File: src/rtl/lfd_pkg.sv
// shared types and constants for the length-framed deframer
// no dependencies
`default_nettype none

package lfd_pkg;

	localparam int unsigned BYTE_W = 8;
	localparam logic [BYTE_W-1:0] START_MARKER_RST = 8'd153;
	localparam logic [BYTE_W-1:0] MIN_FRAME_BYTES = 8'd4;
	localparam logic [BYTE_W-1:0] MAX_FRAME_BYTES = 8'd128;

	typedef enum logic [1:0] {
		ST_OK     = 2'd0,
		ST_CKSUM  = 2'd1,
		ST_BADLEN = 2'd2,
		ST_TRUNC  = 2'd3
	} status_t;

	// classified input byte, front to back
	typedef struct packed {
		logic [BYTE_W-1:0] data;
		logic              dg_start;
		logic              marker_hit;
		logic              len_bad;
		logic              len_min;
	} cmd_t;

	// one result, back to output queue
	typedef struct packed {
		logic              kind;
		logic [BYTE_W-1:0] payload;
		logic              ok;
		status_t           status;
	} res_t;

endpackage

`default_nettype wire

File: src/rtl/lfd_queue.sv
// small first-word-fall-through queue
// no package dependencies
`default_nettype none

module lfd_queue #(
	parameter int unsigned W  = 8,
	parameter int unsigned AW = 1
) (
	input  wire logic         clk,
	input  wire logic         arst_n,
	input  wire logic         wr_en,
	input  wire logic [W-1:0] wr_data,
	output logic              full,
	input  wire logic         rd_en,
	output logic [W-1:0]      rd_data,
	output logic              empty
);

	localparam int unsigned DEPTH = 1 << AW;
	localparam logic [AW:0] DEPTH_CNT = (AW+1)'(DEPTH);

	logic [W-1:0]  entries_q [DEPTH];
	logic [AW-1:0] wr_ptr_q;
	logic [AW-1:0] rd_ptr_q;
	logic [AW:0]   count_q;
	logic          do_wr;
	logic          do_rd;

	assign full    = (count_q == DEPTH_CNT);
	assign empty   = (count_q == '0);
	assign do_wr   = wr_en && !full;
	assign do_rd   = rd_en && !empty;
	assign rd_data = entries_q[rd_ptr_q];

	always_ff @(posedge clk) begin
		if (do_wr) begin
			entries_q[wr_ptr_q] <= wr_data;
		end
	end

	always_ff @(posedge clk or negedge arst_n) begin
		if (!arst_n) begin
			wr_ptr_q <= '0;
			rd_ptr_q <= '0;
			count_q  <= '0;
		end else begin
			if (do_wr) begin
				wr_ptr_q <= wr_ptr_q + 1'b1;
			end
			if (do_rd) begin
				rd_ptr_q <= rd_ptr_q + 1'b1;
			end
			if (do_wr && !do_rd) begin
				count_q <= count_q + 1'b1;
			end else if (do_rd && !do_wr) begin
				count_q <= count_q - 1'b1;
			end
		end
	end

endmodule

`default_nettype wire

File: src/rtl/lfd_front.sv
// front end: start marker register and byte classification
// depends on lfd_pkg
`default_nettype none

module lfd_front (
	input  wire logic                      clk,
	input  wire logic                      arst_n,
	input  wire logic                      cfg_valid,
	input  wire logic [lfd_pkg::BYTE_W-1:0] cfg_data,
	input  wire logic [lfd_pkg::BYTE_W-1:0] data_byte,
	input  wire logic                      datagram_start,
	output lfd_pkg::cmd_t                  cmd
);

	logic [lfd_pkg::BYTE_W-1:0] start_marker_q;

	always_ff @(posedge clk or negedge arst_n) begin
		if (!arst_n) begin
			start_marker_q <= lfd_pkg::START_MARKER_RST;
		end else if (cfg_valid) begin
			start_marker_q <= cfg_data;
		end
	end

	// length checks only matter when the back end expects a length byte
	always_comb begin
		cmd.data       = data_byte;
		cmd.dg_start   = datagram_start;
		cmd.marker_hit = (data_byte == start_marker_q);
		cmd.len_bad    = (data_byte < lfd_pkg::MIN_FRAME_BYTES) ||
		                 (data_byte > lfd_pkg::MAX_FRAME_BYTES);
		cmd.len_min    = (data_byte == lfd_pkg::MIN_FRAME_BYTES);
	end

endmodule

`default_nettype wire

File: src/rtl/lfd_back.sv
// back end: frame parse state machine and running checksums
// depends on lfd_pkg
`default_nettype none

module lfd_back (
	input  wire logic   clk,
	input  wire logic   arst_n,
	input  wire logic   cmd_valid,
	input  wire lfd_pkg::cmd_t cmd,
	output logic        cmd_take,
	input  wire logic   res_full,
	output logic        res_push,
	output lfd_pkg::res_t res
);

	typedef enum logic [4:0] {
		PH_IDLE = 5'b00001,
		PH_LEN  = 5'b00010,
		PH_PAY  = 5'b00100,
		PH_CKA  = 5'b01000,
		PH_CKB  = 5'b10000
	} phase_t;

	phase_t                     phase_q, phase_d;
	logic [lfd_pkg::BYTE_W-1:0] remain_q, remain_d;
	logic [lfd_pkg::BYTE_W-1:0] sum_a_q, sum_a_d;
	logic [lfd_pkg::BYTE_W-1:0] sum_b_q, sum_b_d;
	logic                       cka_match_q, cka_match_d;
	logic                       has_res;

	// one request per cycle while the output queue has room
	assign cmd_take = cmd_valid && !res_full;
	assign res_push = cmd_take && has_res;

	always_comb begin
		phase_d     = phase_q;
		remain_d    = remain_q;
		sum_a_d     = sum_a_q;
		sum_b_d     = sum_b_q;
		cka_match_d = cka_match_q;
		has_res     = 1'b0;
		res.kind    = 1'b1;
		res.payload = '0;
		res.ok      = 1'b0;
		res.status  = lfd_pkg::ST_OK;

		if (cmd.dg_start) begin
			// a new datagram cuts off an open frame
			if (phase_q != PH_IDLE) begin
				has_res    = 1'b1;
				res.status = lfd_pkg::ST_TRUNC;
			end
			phase_d = cmd.marker_hit ? PH_LEN : PH_IDLE;
		end else begin
			case (phase_q)
				PH_LEN: begin
					if (cmd.len_bad) begin
						phase_d    = PH_IDLE;
						has_res    = 1'b1;
						res.status = lfd_pkg::ST_BADLEN;
					end else begin
						remain_d    = cmd.data - lfd_pkg::MIN_FRAME_BYTES;
						sum_a_d     = cmd.data;
						sum_b_d     = cmd.data;
						cka_match_d = 1'b0;
						phase_d     = cmd.len_min ? PH_CKA : PH_PAY;
					end
				end
				PH_PAY: begin
					sum_a_d     = sum_a_q + cmd.data;
					sum_b_d     = sum_b_q + sum_a_d;
					remain_d    = remain_q - 1'b1;
					if (remain_d == '0) begin
						phase_d = PH_CKA;
					end
					has_res     = 1'b1;
					res.kind    = 1'b0;
					res.payload = cmd.data;
				end
				PH_CKA: begin
					cka_match_d = (cmd.data == sum_a_q);
					phase_d     = PH_CKB;
				end
				PH_CKB: begin
					phase_d = PH_IDLE;
					has_res = 1'b1;
					if (cka_match_q && (cmd.data == sum_b_q)) begin
						res.ok     = 1'b1;
						res.status = lfd_pkg::ST_OK;
					end else begin
						res.status = lfd_pkg::ST_CKSUM;
					end
				end
				default: begin
					phase_d = PH_IDLE;
				end
			endcase
		end
	end

	always_ff @(posedge clk or negedge arst_n) begin
		if (!arst_n) begin
			phase_q <= PH_IDLE;
		end else if (cmd_take) begin
			phase_q <= phase_d;
		end
	end

	always_ff @(posedge clk) begin
		if (cmd_take) begin
			remain_q    <= remain_d;
			sum_a_q     <= sum_a_d;
			sum_b_q     <= sum_b_d;
			cka_match_q <= cka_match_d;
		end
	end

endmodule

`default_nettype wire

File: src/rtl/stx_length_frame_deframer.sv
// top level of the length-framed deframer with two running checksums
// depends on lfd_pkg, lfd_front, lfd_queue, lfd_back
`default_nettype none

// channel   direction  handshake              payload
// input     in         push / full            data_byte, datagram_start
// result    out        empty / pop            result_kind, payload_byte,
//                                             frame_ok, frame_status
// config    in         cfg_valid / cfg_ready  cfg_data (start marker)
//
// one byte per cycle sustained while full is low; the result a byte causes
// goes through the request queue and the parser into the output queue and
// from there onto the result ports
// reset empties both queues, sets the parser idle and the marker to 153
// full rises only when the request queue is full, which happens only while
// the consumer stops popping and the output queue has filled

module stx_length_frame_deframer #(
	parameter int unsigned CMD_AW = 1,
	parameter int unsigned RES_AW = 1
) (
	input  wire logic                       clk,
	input  wire logic                       arst_n,
	// input channel
	input  wire logic                       push,
	output logic                            full,
	input  wire logic [lfd_pkg::BYTE_W-1:0] data_byte,
	input  wire logic                       datagram_start,
	// result channel
	input  wire logic                       pop,
	output logic                            empty,
	output logic                            result_kind,
	output logic [lfd_pkg::BYTE_W-1:0]      payload_byte,
	output logic                            frame_ok,
	output logic [1:0]                      frame_status,
	// configuration channel
	input  wire logic                       cfg_valid,
	output logic                            cfg_ready,
	input  wire logic [lfd_pkg::BYTE_W-1:0] cfg_data
);

	lfd_pkg::cmd_t cmd_in;
	lfd_pkg::cmd_t cmd_out;
	lfd_pkg::res_t res_in;
	lfd_pkg::res_t res_out;
	logic          cmd_empty;
	logic          cmd_take;
	logic          res_full;
	logic          res_push;

	// the marker register takes any write at once
	assign cfg_ready = 1'b1;

	// classify each byte and latch the start marker
	lfd_front u_front (
		.clk            (clk),
		.arst_n         (arst_n),
		.cfg_valid      (cfg_valid),
		.cfg_data       (cfg_data),
		.data_byte      (data_byte),
		.datagram_start (datagram_start),
		.cmd            (cmd_in)
	);

	// request queue between front and back
	lfd_queue #(
		.W  ($bits(lfd_pkg::cmd_t)),
		.AW (CMD_AW)
	) u_cmd_q (
		.clk     (clk),
		.arst_n  (arst_n),
		.wr_en   (push),
		.wr_data (cmd_in),
		.full    (full),
		.rd_en   (cmd_take),
		.rd_data (cmd_out),
		.empty   (cmd_empty)
	);

	// parser: stalls only when the output queue is full
	lfd_back u_back (
		.clk       (clk),
		.arst_n    (arst_n),
		.cmd_valid (!cmd_empty),
		.cmd       (cmd_out),
		.cmd_take  (cmd_take),
		.res_full  (res_full),
		.res_push  (res_push),
		.res       (res_in)
	);

	// output queue, the oldest result sits on the ports
	lfd_queue #(
		.W  ($bits(lfd_pkg::res_t)),
		.AW (RES_AW)
	) u_res_q (
		.clk     (clk),
		.arst_n  (arst_n),
		.wr_en   (res_push),
		.wr_data (res_in),
		.full    (res_full),
		.rd_en   (pop),
		.rd_data (res_out),
		.empty   (empty)
	);

	assign result_kind  = res_out.kind;
	assign payload_byte = res_out.payload;
	assign frame_ok     = res_out.ok;
	assign frame_status = res_out.status;

	// the parser never writes a result into a full output queue
	a_no_push_full: assert property (@(posedge clk) disable iff (!arst_n)
		res_push |-> !res_full)
		else $error("result pushed into full output queue");

	// the parser only takes requests that are there
	a_take_valid: assert property (@(posedge clk) disable iff (!arst_n)
		cmd_take |-> !cmd_empty)
		else $error("request taken from empty queue");

	// payload results carry no status
	a_payload_clean: assert property (@(posedge clk) disable iff (!arst_n)
		(!empty && !result_kind) |-> (!frame_ok && frame_status == lfd_pkg::ST_OK))
		else $error("payload result with status bits");

	// frame_ok agrees with the status code
	a_ok_status: assert property (@(posedge clk) disable iff (!arst_n)
		(!empty && result_kind) |-> (frame_ok == (frame_status == lfd_pkg::ST_OK)))
		else $error("frame_ok disagrees with frame_status");

endmodule

`default_nettype wire

File: config.mk
export PLATFORM = sky130hd
export DESIGN_NAME = stx_length_frame_deframer
export DESIGN_NICKNAME = d
export VERILOG_FILES = /design/src/rtl/lfd_pkg.sv /design/src/rtl/lfd_queue.sv /design/src/rtl/lfd_front.sv /design/src/rtl/lfd_back.sv /design/src/rtl/stx_length_frame_deframer.sv
export SDC_FILE = /design/constraint.sdc
export NUM_CORES = 1
export LEC_CHECK = 0
export BUFFER_PORTS_ARGS = -buffer_cell sky130_fd_sc_hd__buf_2
export CAP_MARGIN = 20
export CORE_ASPECT_RATIO = 0.75
export CORE_MARGIN = 10
export CORE_UTILIZATION = 40
export DETAILED_ROUTE_END_ITERATION = 6
export GPL_TIMING_DRIVEN = 1
export PLACE_DENSITY = 0.64
export SYNTH_ARGS = -nofsm -noshare
export SYNTH_HDL_FRONTEND = slang
export SYNTH_SLANG_ARGS = --single-unit
File: constraint.sdc
create_clock -name clk -period 10.3 [get_ports clk]
set_input_delay 0 -clock clk [delete_from_list [all_inputs] [get_ports clk]]
set_output_delay 0 -clock clk [all_outputs]
set_load 0.005 [all_outputs]
==> results of run 1 <==
worst min-delay path by stage:
| stage | from | end | cells past startpoint |
|---|---|---|---|
| 2_1_floorplan | arst_n | u_back.phase_q[1] | 0 |
| 3_3_place_gp | arst_n | u_front.start_marker_q[6] | 1 |
| 3_5_place_dp | arst_n | u_front.start_marker_q[6] | 1 |
| 4_1_cts | cfg_valid | u_front.start_marker_q[7] | 2 |
| 5_1_grt | cfg_valid | u_front.start_marker_q[6] | 2 |
| 6_report | cfg_valid | u_front.start_marker_q[7] | 2 |
registers in the layout, indices dropped and copies added, names as in the netlist, 2 cells and up:
| register | cells |
|---|---|
| u_back.sum_a_q | 8 |
| u_res_q.count_q | 2 |
| u_front.start_marker_q | 8 |
| u_cmd_q.count_q | 2 |
| u_back.remain_q | 8 |
| u_res_q.entries_q | 24 |
| u_back.sum_b_q | 8 |
| u_cmd_q.entries_q | 24 |
| u_back.phase_q | 5 |
power by group:
part / leakage [nW] / switching, W / total (W) / internal [W]
clock network: 0.148 / 0.000144 / 0.000335 / 0.000191
logic: 1.17 / 0.000395 / 0.000730 / 0.000335
registers: 0.912 / 0.0000655 / 0.000603 / 0.000537
metal layers:
layer | wire length (µm) | share of wire [%] | up-vias | track usage (%)
met5 | 0 | 0 | - | 0
met4 | 157 | 1.5 | 0 | 3.52
met3 | 691 | 6.7 | 12 | 4.15
met2 | 4450 | 43 | 85 | 16.7
met1 | 4990 | 49 | 1546 | 17.1
li1 | - | - | 1576 | -
logic make-up after synthesis:
| group | count (synthesis) | synth area share, % |
|---|---|---|
| simple gates | 99 | 10.3 |
| fa+ha+maj | 22 | 5.69 |
| flops | 94 | 53.4 |
| compound gates | 67 | 8.98 |
| other cells | 1 | 0.0735 |
| buf+inv | 27 | 2.60 |
| xor+xnor | 49 | 8.42 |
| mux | 40 | 10.6 |
cells in the final DEF, fill, tap and decap left out, types with 14 or more instances in the layout:
cell,Yosys,layout
a21oi_1,14,14
buf_2,3,35
dfrtp_1,16,16
dlygate4sd3_1,0,20
edfxtp_1,73,73
ha_1,20,20
inv_1,14,14
mux2_2,24,24
nand2_1,20,20
nor2_1,30,30
xnor2_1,39,39
layout make-up:
class | count | area [µm²]
fill | 1109 | 6450
sequential | 94 | 2720
multi-input combinational | 278 | 2250
timing repair buffer | 58 | 398
clock buffer | 9 | 225
tap | 166 | 208
clock inverter | 7 | 80.1
inverter | 15 | 56.3
repair_timing:
item,CTS,global route
hold endpoints to repair,49,0
endpoints found under the setup margin,0,0
hold buffers,20,0
per-stage QoR:
| step | setup WS (ns) | utilization, % | instances |
|---|---|---|---|
| after floorplan | 6.55 | - | 399 |
| after global routing | 5.70 | 47.9 | 627 |
| after CTS | 6.02 | 47.9 | 626 |
| after detailed placement | 6.03 | 43.8 | 590 |
| final | 6.06 | 47.9 | 627 |
| after global placement | 6.14 | 43.8 | 590 |
==> out/results.ini, run 1 <==
[run_status]
status=finished clean

[yosys]
syn_inst=399
synthDistinctLibCells=62
synth_top_area_share_pct=43.0
synth_edf_count=73
synth_top_area_cell=edfxtp_1
async_flop_share_pct=22.3
ys_warn_count=0
ys.flop_type=edfxtp_1
synthTopCellsByArea=edfxtp_1, dfrtp_1, xnor2_1, mux2_2, ha_1
synth_nets=443
syn_area_mm2=0.00510
synth_common_cells=edfxtp_1, xnor2_1, nor2_1
avgSynthCellArea_um2=12.8
synth-seq-area-share_pct=53.4
yosysMostFrequentCell=edfxtp_1
synth-seq-cells=94

[grt]
grt_pass1_wl_um=16900
grt_max_degree=25
antenna_found_initial=0
grt_pass1_vias=3230
grt_usage_pct=12.0
grt_overflow=0

[clock_tree]
clk_latency_ns=0.34
htreeDepth=3
root_buffer=clkbuf_16
clk_pin_slew_ns=0.07
tritoncts=done
postCtsSetupBuffers=0
clkSinkCount=94
numCtsBuffers=9
clockBufferDepth=2
ctsResizeCount=0

[floorplanning]
io-pin-count=37
initial_core_util_pct=41.2
core_area_mm2=0.0124
fp-row-count=35
dieArea_mm2=0.0177
fp.dieW_um=150
fp.dieH_um=118

[critical_path]
crit_arrival_ns=4.32
path_class=flop to flop
crit_end=u_back.sum_b_q[7]
worst-path-buf-inv=2
r2r-end=u_back.sum_b_q[7]
worstPathCellList=buf_4 -> mux2i_4 -> inv_1 -> ha_1 -> fa_1 -> a21o_1 -> a21oi_1 -> o21bai_1 -> a21oi_1 -> xnor2_1 -> ha_1 -> a21oi_1 -> o21ai_0 -> a211o_1 -> a21o_1 -> nand2_1 -> xnor2_1
slowest_delay_ns=0.48
r2r_start=u_cmd_q.rd_ptr_q
cp_num_cells=17
critPathTopFamily=compound AO/OA/AOI/OAI gates
r2r_slack_ns=6.06
startpoint_type=flop
critPathMaxFanout=12
critPathLaunch=u_cmd_q.rd_ptr_q
slowest_stage=dfrtp_1
cp.required_ns=10.38
crit_top_cell=a21oi_1
end_kind=flop
reg2reg_depth=17

[sta]
post-route-period-util_pct=41.2
setup_viol=0
period_minus_slack_ns=4.24
fin_setup_tns_ns=0
fmax_mhz=236
slew_viol_final=0
grt_setup_unrepaired=no
fin_worst_skew_ns=0.00794
worst_pin_slew_ns=0.980
hold_ws_ns=0.0531
timing.final.hold_violations=0
slew_headroom_pct=34.4

[placed_design]
io_buffers=35
place_area_mm2=0.00543
hpwlAfterDp_um=7560
gp_congestion=0.836

[drt]
drt_wl_total_um=10300
viasPerCell=5.13
vias=3219
drt-initial-drc-count=184
drtAntennaViolNets=0
drt_pass1_iterations=4
drc=0
wl_per_cell_um=16.4

[finish]
final_area_mm2=0.00594
nNetsFinal=500
syn2layout_area_growth_pct=16.5
drive_gt1_share_pct=23.0
diodes=0

[power_and_ir_drop]
p_leak_nw=2.23
peakVddDrop_v=0.000107
power_w=0.00167
p_per_area_mw_per_mm2=281

[run]
maxCapViolCount=0

[worst_hold_path]
hp-class=input pin to flop

No activity file was read; power rests on OpenSTA's default activity.
==> inputs of run 2 (changes only) <==
- PLACE_DENSITY: 0.64 -> 0.66
- clock period: 10.3 -> 3.5 ns (I/O delays scaled with it)
==> run 2 against run 1 <==
  * The run now ends with negative setup slack left
  * Utilization increased by 0.72 points
  * Hold slack worse by 0.0023 ns
  * Cell count is 2.2% higher
  * Maximum frequency increased by 20%
  * Via count grew 2.2%
  * Register-to-register slack got worse by 6.1 ns
  * Total power increased to 3.0 times the previous value
  * Highest routed layer unchanged
==> out/results.ini, run 2 (synthesized netlist as in run 1, its figures left out) <==
[run_status]
status=finished, violations left  ; was finished clean
failed_checks=negative setup slack

[clock_tree]
htreeDepth=3  ; unchanged
tritoncts=done  ; unchanged
clkSinkCount=94  ; unchanged
clk_latency_ns=0.34  ; about the same
clockBufferDepth=2  ; unchanged
root_buffer=clkbuf_16  ; unchanged
numCtsBuffers=9  ; unchanged
clk_pin_slew_ns=0.07  ; about the same

[placed_design]
hpwlAfterDp_um=7740  ; was 7560 µm
io_buffers=35  ; unchanged
gp_congestion=0.831  ; was 0.836

[sta]
period_minus_slack_ns=3.53  ; was 4.24 ns
timing.final.ws_setup_ns=-0.0306  ; was 6.06 ns
hold_ws_ns=0.0508  ; was 0.0531 ns
setup_viol=1  ; was 0
slew_viol_final=0  ; unchanged
fin_worst_skew_ns=0.00571  ; was 0.00794 ns
post-route-period-util_pct=101  ; was 41.2%
timing.final.hold_violations=0  ; unchanged
grt_setup_unrepaired=yes  ; was no
fmax_mhz=283  ; was 236 MHz
worst_pin_slew_ns=0.958  ; was 0.980 ns
slew_headroom_pct=35.9  ; was 34.4%

[floorplanning]
io-pin-count=37  ; unchanged
fp-row-count=35  ; unchanged
dieArea_mm2=0.0177  ; unchanged
fp.dieW_um=150  ; unchanged
core_area_mm2=0.0124  ; unchanged
initial_core_util_pct=41.2  ; unchanged
fp.dieH_um=118  ; unchanged

[finish]
nNetsFinal=515  ; was 500
syn2layout_area_growth_pct=18.2  ; was 16.5%
drive_gt1_share_pct=26.3  ; was 23.0%
final_common_cell=edfxtp_1  ; unchanged
largestRegisters=u_cmd_q.entries_q: 24 flops, u_res_q.entries_q: 24 flops  ; unchanged
diodes=0  ; unchanged
layout_common_cells=edfxtp_1, xnor2_1, buf_2  ; unchanged
final_util_pct=48.6  ; was 47.9%

[drt]
drt_wl_total_um=10800  ; was 10300 µm
drt-initial-drc-count=177  ; was 184
vias=3289  ; was 3219
drc=0  ; unchanged
drtAntennaViolNets=0  ; unchanged
drt_pass1_iterations=4  ; unchanged
viasPerCell=5.13  ; about the same
wl_per_cell_um=16.8  ; was 16.4 µm

[grt]
grt_overflow=0  ; unchanged
grt_pass1_wl_um=17800  ; was 16900 µm
grt_pass1_vias=3409  ; was 3230
grt_max_degree=25  ; unchanged
antenna_found_initial=0  ; unchanged
grt_usage_pct=12.5  ; was 12.0%

[critical_path]
cp.required_ns=3.58  ; was 10.38 ns
end_kind=flop  ; unchanged
critPathMaxFanout=4  ; was 12
path_class=flop to flop  ; unchanged
startpoint_type=flop  ; unchanged
crit_arrival_ns=3.61  ; was 4.32 ns

[power_and_ir_drop]
p_leak_nw=2.28  ; was 2.23 nW
p_per_area_mw_per_mm2=829  ; was 281 mW/mm²
power_frac_clock_pct=17.7  ; was 20.1%
seqPwrFrac_pct=35.6  ; was 36.1%
peakVddDrop_v=0.000292  ; was 0.000107 V
p_sw_share_pct=36.6  ; was 36.2%
p_int_w=0.00317  ; was 0.00106 W
power.switching_w=0.00183  ; was 0.000604 W
pwr-share-comb_pct=46.8  ; was 43.8%

[worst_hold_path]
hp-class=input pin to flop  ; unchanged

[run]
maxCapViolCount=0  ; unchanged

run 2: cell count changes in the layout (fill, tap and decap cells not counted), sizes merged:
cell,previous run,this run
buf,38,53
inv,18,16
clkinv,2,3
bufinv,1,0
clkinvlp,1,2
run 2: layer usage:
layer,global-route usage (%),part of all wire (%)
met4,2.48,0.79
met1,16.9,48
met2,19.1,45
met5,0,0
met3,3.80,6.0
run 2: per-stage QoR:
stage	total power (W)	instance area, µm²	worst slack (ns)	std cells	TNS, ns
floorplan	0.00344	5110	-0.0332	399	-0.0332
global placement	0.00399	5540	0.0174	603	0
detailed placement	0.00406	5540	-0.0427	603	-0.0427
CTS	0.00502	6020	-0.0213	640	-0.0213
global route	0.00536	6030	-0.221	641	-0.221
finish	0.00500	6030	-0.0306	641	-0.0306
run 2: cell type report:
cell class              count  area, µm²
clock buffers               9        225
clock inverters             6       38.8
fillers                  1076       6360
inverters                  15       56.3
multi-input cells         278       2260
flip-flops and latches     94       2730
well taps                 166        208
repair buffers             73        514
run 2: path summary, 6_finish.rpt:
path / startpoint / endpoint / slack, ns / cells past startpoint
worst max register to register: u_cmd_q.rd_ptr_q / u_back.sum_b_q[7] / -0.03 / 16
worst max-delay path: u_cmd_q.rd_ptr_q / u_back.sum_b_q[7] / -0.03 / 16
min in group asynchronous: arst_n / u_front.start_marker_q[5] / 0.16 / 2
max in group asynchronous: arst_n / u_cmd_q.rd_ptr_q / 2.98 / 2
worst min-delay path: cfg_valid / u_front.start_marker_q[5] / 0.05 / 2
worst min register to register: u_res_q.wr_ptr_q / u_res_q.wr_ptr_q / 0.48 / 1
run 2: what timing repair did:
item	4_1_cts	5_1_grt
setup buffers	2	1
pin swaps	1	3
hold endpoints to repair	49	0
hold buffers	20	0
setup endpoints to repair	1	1
resized for setup	2	0
run 2: power by group through the flow:
stage                     clock network, W  logic [W]  registers [W]
final                             0.000883    0.00234        0.00178
after global routing              0.000954    0.00259        0.00182
after CTS                         0.000904    0.00234        0.00178
after detailed placement                 0    0.00227        0.00180
after global placement                   0    0.00221        0.00178
after floorplan                          0    0.00172        0.00172
run 2: critical path, cell delays in order (launching register included):
cell	delay (ns)
dfrtp_2	0.42
mux2i_4	0.25
inv_1	0.06
ha_2	0.19
fa_2	0.36
a21o_1	0.20
a21oi_2	0.17
o21bai_1	0.08
a21oi_1	0.16
xnor2_1	0.17
ha_1	0.31
a21oi_2	0.15
o211ai_1	0.15
a211o_1	0.29
a21o_1	0.17
nand2_1	0.07
xnor2_1	0.06
